===== src/hdl/fspa_pkg.sv =====
// fixed slot pool allocator: shared types and constants
// used by every module of the block but fspa_ram; depends on nothing
`default_nettype none

package fspa_pkg;

    // data widths of the configuration registers and item fields
    localparam int ADDR_W      = 32;
    localparam int SIZE_W      = 13;
    localparam int COUNT_W     = 11;
    localparam int APB_AW      = 4;
    localparam int APB_DW      = 32;

    // default pool depth
    localparam int MAX_SLOTS_DEFAULT = 1024;

    // register reset values
    localparam logic [ADDR_W-1:0]  BASE_RESET  = '0;
    localparam logic [SIZE_W-1:0]  SIZE_RESET  = SIZE_W'(8);
    localparam logic [COUNT_W-1:0] COUNT_RESET = '0;

    // register indexes (word address)
    localparam logic [1:0] REG_BASE  = 2'd0;
    localparam logic [1:0] REG_SIZE  = 2'd1;
    localparam logic [1:0] REG_COUNT = 2'd2;

    // request modes
    localparam logic MODE_ALLOC = 1'b0;
    localparam logic MODE_FREE  = 1'b1;

    // result status codes
    typedef enum logic [2:0] {
        ST_OK       = 3'd0,
        ST_EMPTY    = 3'd1,
        ST_MISALIGN = 3'd2,
        ST_RANGE    = 3'd3,
        ST_FULL     = 3'd4,
        ST_NULL     = 3'd5
    } status_t;

    // commands from the controller to the datapath
    typedef struct packed {
        logic    latch_in;
        logic    alloc_take;
        logic    mul_en;
        logic    add_en;
        logic    div_start;
        logic    free_commit;
        logic    out_load;
        status_t out_status;
    } dp_cmd_t;

    // status from the datapath to the controller
    typedef struct packed {
        logic mode_free;
        logic addr_zero;
        logic addr_below;
        logic pool_empty;
        logic div_done;
        logic rem_nonzero;
        logic idx_over;
        logic ring_full;
        logic out_free;
    } dp_stat_t;

endpackage

`default_nettype wire


===== src/hdl/fspa_ctrl.sv =====
// controller state machine: sequences allocate and free requests
// depends on fspa_pkg for the command and status structs
`default_nettype none

module fspa_ctrl (
    input  wire logic               clk,
    input  wire logic               rst_n,
    input  wire logic               in_valid,
    output logic                    in_ready,
    input  wire fspa_pkg::dp_stat_t stat,
    output fspa_pkg::dp_cmd_t       cmd
);

    import fspa_pkg::*;

    typedef enum logic [2:0] {
        S_IDLE,
        S_DECODE,
        S_MUL,
        S_ADD,
        S_DIV,
        S_CHECK,
        S_FIN
    } state_t;

    state_t  state_reg;
    state_t  state_next;
    logic    ready_reg;
    logic    ready_next;
    status_t res_status_reg;
    status_t res_status_next;
    logic    accept;

    assign accept = in_valid && ready_reg;

    // next state and commands
    always_comb
    begin
        state_next      = state_reg;
        ready_next      = ready_reg;
        res_status_next = res_status_reg;
        cmd             = '0;
        cmd.out_status  = res_status_reg;
        case (state_reg)
            S_IDLE:
            begin
                if (accept)
                begin
                    cmd.latch_in = 1'b1;
                    ready_next   = 1'b0;
                    state_next   = S_DECODE;
                end
            end
            S_DECODE:
            begin
                if (!stat.mode_free)
                begin
                    if (stat.pool_empty)
                    begin
                        res_status_next = ST_EMPTY;
                        state_next      = S_FIN;
                    end
                    else
                    begin
                        cmd.alloc_take = 1'b1;
                        state_next     = S_MUL;
                    end
                end
                else if (stat.addr_zero)
                begin
                    res_status_next = ST_NULL;
                    state_next      = S_FIN;
                end
                else if (stat.addr_below)
                begin
                    res_status_next = ST_RANGE;
                    state_next      = S_FIN;
                end
                else
                begin
                    cmd.div_start = 1'b1;
                    state_next    = S_DIV;
                end
            end
            S_MUL:
            begin
                cmd.mul_en = 1'b1;
                state_next = S_ADD;
            end
            S_ADD:
            begin
                cmd.add_en      = 1'b1;
                res_status_next = ST_OK;
                state_next      = S_FIN;
            end
            S_DIV:
            begin
                if (stat.div_done)
                begin
                    state_next = S_CHECK;
                end
            end
            S_CHECK:
            begin
                if (stat.rem_nonzero)
                begin
                    res_status_next = ST_MISALIGN;
                end
                else if (stat.idx_over)
                begin
                    res_status_next = ST_RANGE;
                end
                else if (stat.ring_full)
                begin
                    res_status_next = ST_FULL;
                end
                else
                begin
                    cmd.free_commit = 1'b1;
                    res_status_next = ST_OK;
                end
                state_next = S_FIN;
            end
            S_FIN:
            begin
                if (stat.out_free)
                begin
                    cmd.out_load = 1'b1;
                    ready_next   = 1'b1;
                    state_next   = S_IDLE;
                end
            end
            default:
            begin
                ready_next = 1'b1;
                state_next = S_IDLE;
            end
        endcase
    end

    // state and registered outputs
    always_ff @(posedge clk or negedge rst_n)
    begin
        if (!rst_n)
        begin
            state_reg      <= S_IDLE;
            ready_reg      <= 1'b1;
            res_status_reg <= ST_OK;
        end
        else
        begin
            state_reg      <= state_next;
            ready_reg      <= ready_next;
            res_status_reg <= res_status_next;
        end
    end

    assign in_ready = ready_reg;

endmodule

`default_nettype wire


===== config.mk =====
export PLATFORM = sky130hd
export DESIGN_NAME = fspa_ctrl
export DESIGN_NICKNAME = d
export VERILOG_FILES = /design/src/hdl/fspa_pkg.sv /design/src/hdl/fspa_ctrl.sv
export SDC_FILE = /design/constraint.sdc
export NUM_CORES = 1
export LEC_CHECK = 0
export ABC_AREA = 1
export BUFFER_PORTS_ARGS = -buffer_cell sky130_fd_sc_hd__buf_2
export CAP_MARGIN = 20
export CORE_AREA = 2 2 43 45
export DETAILED_ROUTE_END_ITERATION = 12
export DIE_AREA = 0 0 45 47
export PLACE_DENSITY = 0.71
export SLEW_MARGIN = 20
export SYNTH_ARGS = -nofsm -noshare
export SYNTH_HDL_FRONTEND = slang
export SYNTH_SLANG_ARGS = --single-unit
export TNS_END_PERCENT = 50

===== constraint.sdc =====
create_clock -name clk -period 1.05 [get_ports clk]
set_input_delay 0.1575 -clock clk [delete_from_list [all_inputs] [get_ports clk]]
set_output_delay 0.1575 -clock clk [all_outputs]
set_load 0.03 [all_outputs]

==> run summary <==
Die height -> 47 um
Top-count cell post-synth -> nand2_1
CTS clk-pin slew, worst paths -> 0.05 ns
Post-synth EDFFs -> 0
Starting DRT DRC Count -> 34
Starting Density -> 41.2%
Via density -> 5.01
Dpl ws -> -0.187 ns
CTS tree -> built
Combinational Power Share -> 76.9%
Post-synthesis adder-cell area fraction -> 0%
Die area -> 2120 um^2
Critical-path cell list -> buf_12 -> nor2_4 -> nand2_2 -> nor2_4 -> buf_6
Largest net degree at the start of global routing -> 9
Share of cells above drive strength 1 -> 59.3%
CP Class -> flop to output port
Slew headroom -> 87.5%
Post-layout utilization of the core -> 68.5%
# rows -> 15
Post-Synth XOR/XNOR Area -> 0%
Tcrit/Tclk final -> 132%
# port buffers -> 22
Total power -> 3.33 mW
Number of max-cap violations -> 0
Metal1 wirelength -> 734 um
Prevailing post-synth register cell -> dfrtp_1
Clock latency on the worst-skew pair -> 0.26 ns
Number of global-route vias before repair -> 679
Synth area leader -> dfrtp_1
Switching pwr -> 1.66 mW
Mux contribution to synthesized area -> 0%
Die Width -> 45 um
Clock power frac -> 7.6%
Yosys reg bits -> 7
Worst setup EP type -> output port
Post-synthesis sequential area ratio -> 25.9%
Fin Setup TNS -> -3.36 ns
Fin worst setup slack -> -0.336 ns
Syn_nets -> 107
Core ar. -> 1650 um^2
Mapped Cells -> 95
Synth top area share -> 22.1%
Pre-antenna DRT Iters -> 4
Netlist cell types -> 22
RePlAce Congestion -> 0.815
Initial antenna violation count -> 0
Final WL -> 1840 um
GRT Overall Usage -> 18.1%
Largest family of logic cells by synthesized area -> simple AND/OR/NAND/NOR gates
CTS Sinks -> 7
Crit path max fanout -> 7
Crit-path leading delay family -> flip-flops
Peak supply drop -> 1.48 mV
Count of inserted antenna diode cells -> 0
CP Buf/Inv Count -> 2
Largest cells by area after synthesis -> dfrtp_1 (22%), nand2_1 (18%), inv_1 (7.7%)
Worst Max-Slew Pin Slew -> 0.187 ns
Total CTS buffers -> 3
Routed len/inst -> 11.7 um
Internal power -> 1.67 mW
Max Fclk -> 722 MHz
Yosys Warn Count -> 0
Synth Area per Inst -> 7.16 um^2
Delay of the slowest critical-path stage -> 0.39 ns
Final Hold Viols -> 0
HP Class -> input port to flop
Setup crit start kind -> flop
First-pass GRT wire length -> 2740 um
WP data arrival -> 1.23 ns
Post-synthesis compound-gate area fraction -> 4.78%
Vias -> 787
# setup viols final -> 15
Hpwl dp -> 1250 um
Max Slew Vio Count -> 0
WL met2 -> 982 um
Remaining global-route overflow -> 0
Simple logic cell fraction of the synthesized area -> 54.2%
P_leak -> 0.615 nW
Root Buffer -> clkbuf_4
Sw Share -> 49.8%
Failing checks -> negative setup slack
DRC viols -> 0
CTS Buffer Depth -> 2
Async set-or-reset flop fraction in the synthesized netlist -> 100%
Htree depth -> 1
Status -> finished, violations left
Most used cell, CP -> nor2_4
Routed Antenna Nets -> 0
Mapped Area -> 681 um^2
Net count, final -> 153
Synth top cells by count -> nand2_1 (32), inv_1 (14), dfrtp_1 (6), nor2_1 (6)
Area grow syn2layout -> 66.2%
PwrDens -> 2950 nW/um^2
Critical Path RT -> 0.89 ns
Final clock skew -> 0.000193 ns
Ports -> 23
Met3 routed WL -> 83 um
DR top layer -> met4
Crit-path slowest cell -> dfrtp_1
RSZ-0062 raised after global routing -> true
Reg power frac -> 15.5%
Min Clock Period, post-route -> 1.39 ns
## power groups by stage
stage / sequential (mW) / combinational [mW] / clock (mW)
2_1_floorplan: 0.582 / 1.39 / 0
3_3_place_gp: 0.493 / 1.96 / 0
3_5_place_dp: 0.497 / 2.00 / 0
4_1_cts: 0.505 / 2.38 / 0.252
5_1_grt: 0.531 / 2.75 / 0.276
6_report: 0.516 / 2.56 / 0.254
## worst paths after layout
path / startpoint / to / slack, ns / cells past startpoint
setup / recovery: state_reg[1] / cmd[5] / -0.34 / 5
hold / removal: stat[0] / state_reg[1] / 0.25 / 4
setup reg to reg: state_reg[1] / state_reg[0] / -0.25 / 9
hold reg to reg: res_status_reg[0] / res_status_reg[0] / 0.48 / 2
max in group asynchronous: rst_n / in_ready / 0.56 / 2
min in group asynchronous: rst_n / state_reg[1] / 0.26 / 2
## cell usage in the layout (no fill, tap or decap), types with 2 or more instances in the layout
cell	instances
clkbuf_4	3
nand3_4	4
inv_2	5
inv_1	9
nor2_1	6
nor3_4	4
nand2_2	5
buf_2	14
nor2_2	2
nand3_2	4
buf_4	15
buf_6	13
a21oi_2	2
dfrtp_1	5
o21ai_1	2
nor2_4	4
nand2_4	2
nand2_1	29
## logic make-up after synthesis
kind of cell           after synthesis
AOI/OAI and AO/OA                    5
DFF                                  7
buffers and inverters               20
and+or+nand+nor                     63
## stage by stage
step,cells,hold WS [ns],cell area (um^2)
2_1_floorplan,95,-0.138,724
3_3_place_gp,141,0.00327,910
3_5_place_dp,141,0.00595,910
4_1_cts,155,0.248,1090
5_1_grt,157,0.268,1130
6_report,157,0.252,1130
## cell type report
cell class | instances | area (um^2)
Clock buffer | 4 | 26.3
Fill cell | 125 | 520
Inverter | 17 | 78.8
Multi-Input combinational cell | 68 | 468
Sequential cell | 7 | 178
Tap cell | 17 | 21.3
Timing Repair Buffer | 44 | 359
## worst min-delay path, stage by stage
cell and delay, ns:
buf_2 0.11, nor3_4 0.05, inv_2 0.06, nand3_2 0.08
## per-layer routing
metal	track usage (%)	up-vias
li1	-	380
met1	22.6	372
met2	29.7	28
met3	1.92	7
met4	11.8	0
met5	0	-
## what timing repair did
item                                    in CTS  in global routing
endpoints found under the hold margin        7                  0
hold buffers                                 1                  0
pin swaps                                    6                  5
gates resized for setup                     27                  7
gates cloned                                 0                  0
setup buffers                                9                  2
endpoints found under the setup margin      15                 15
Note: power is estimated with default switching activity, not from simulation.
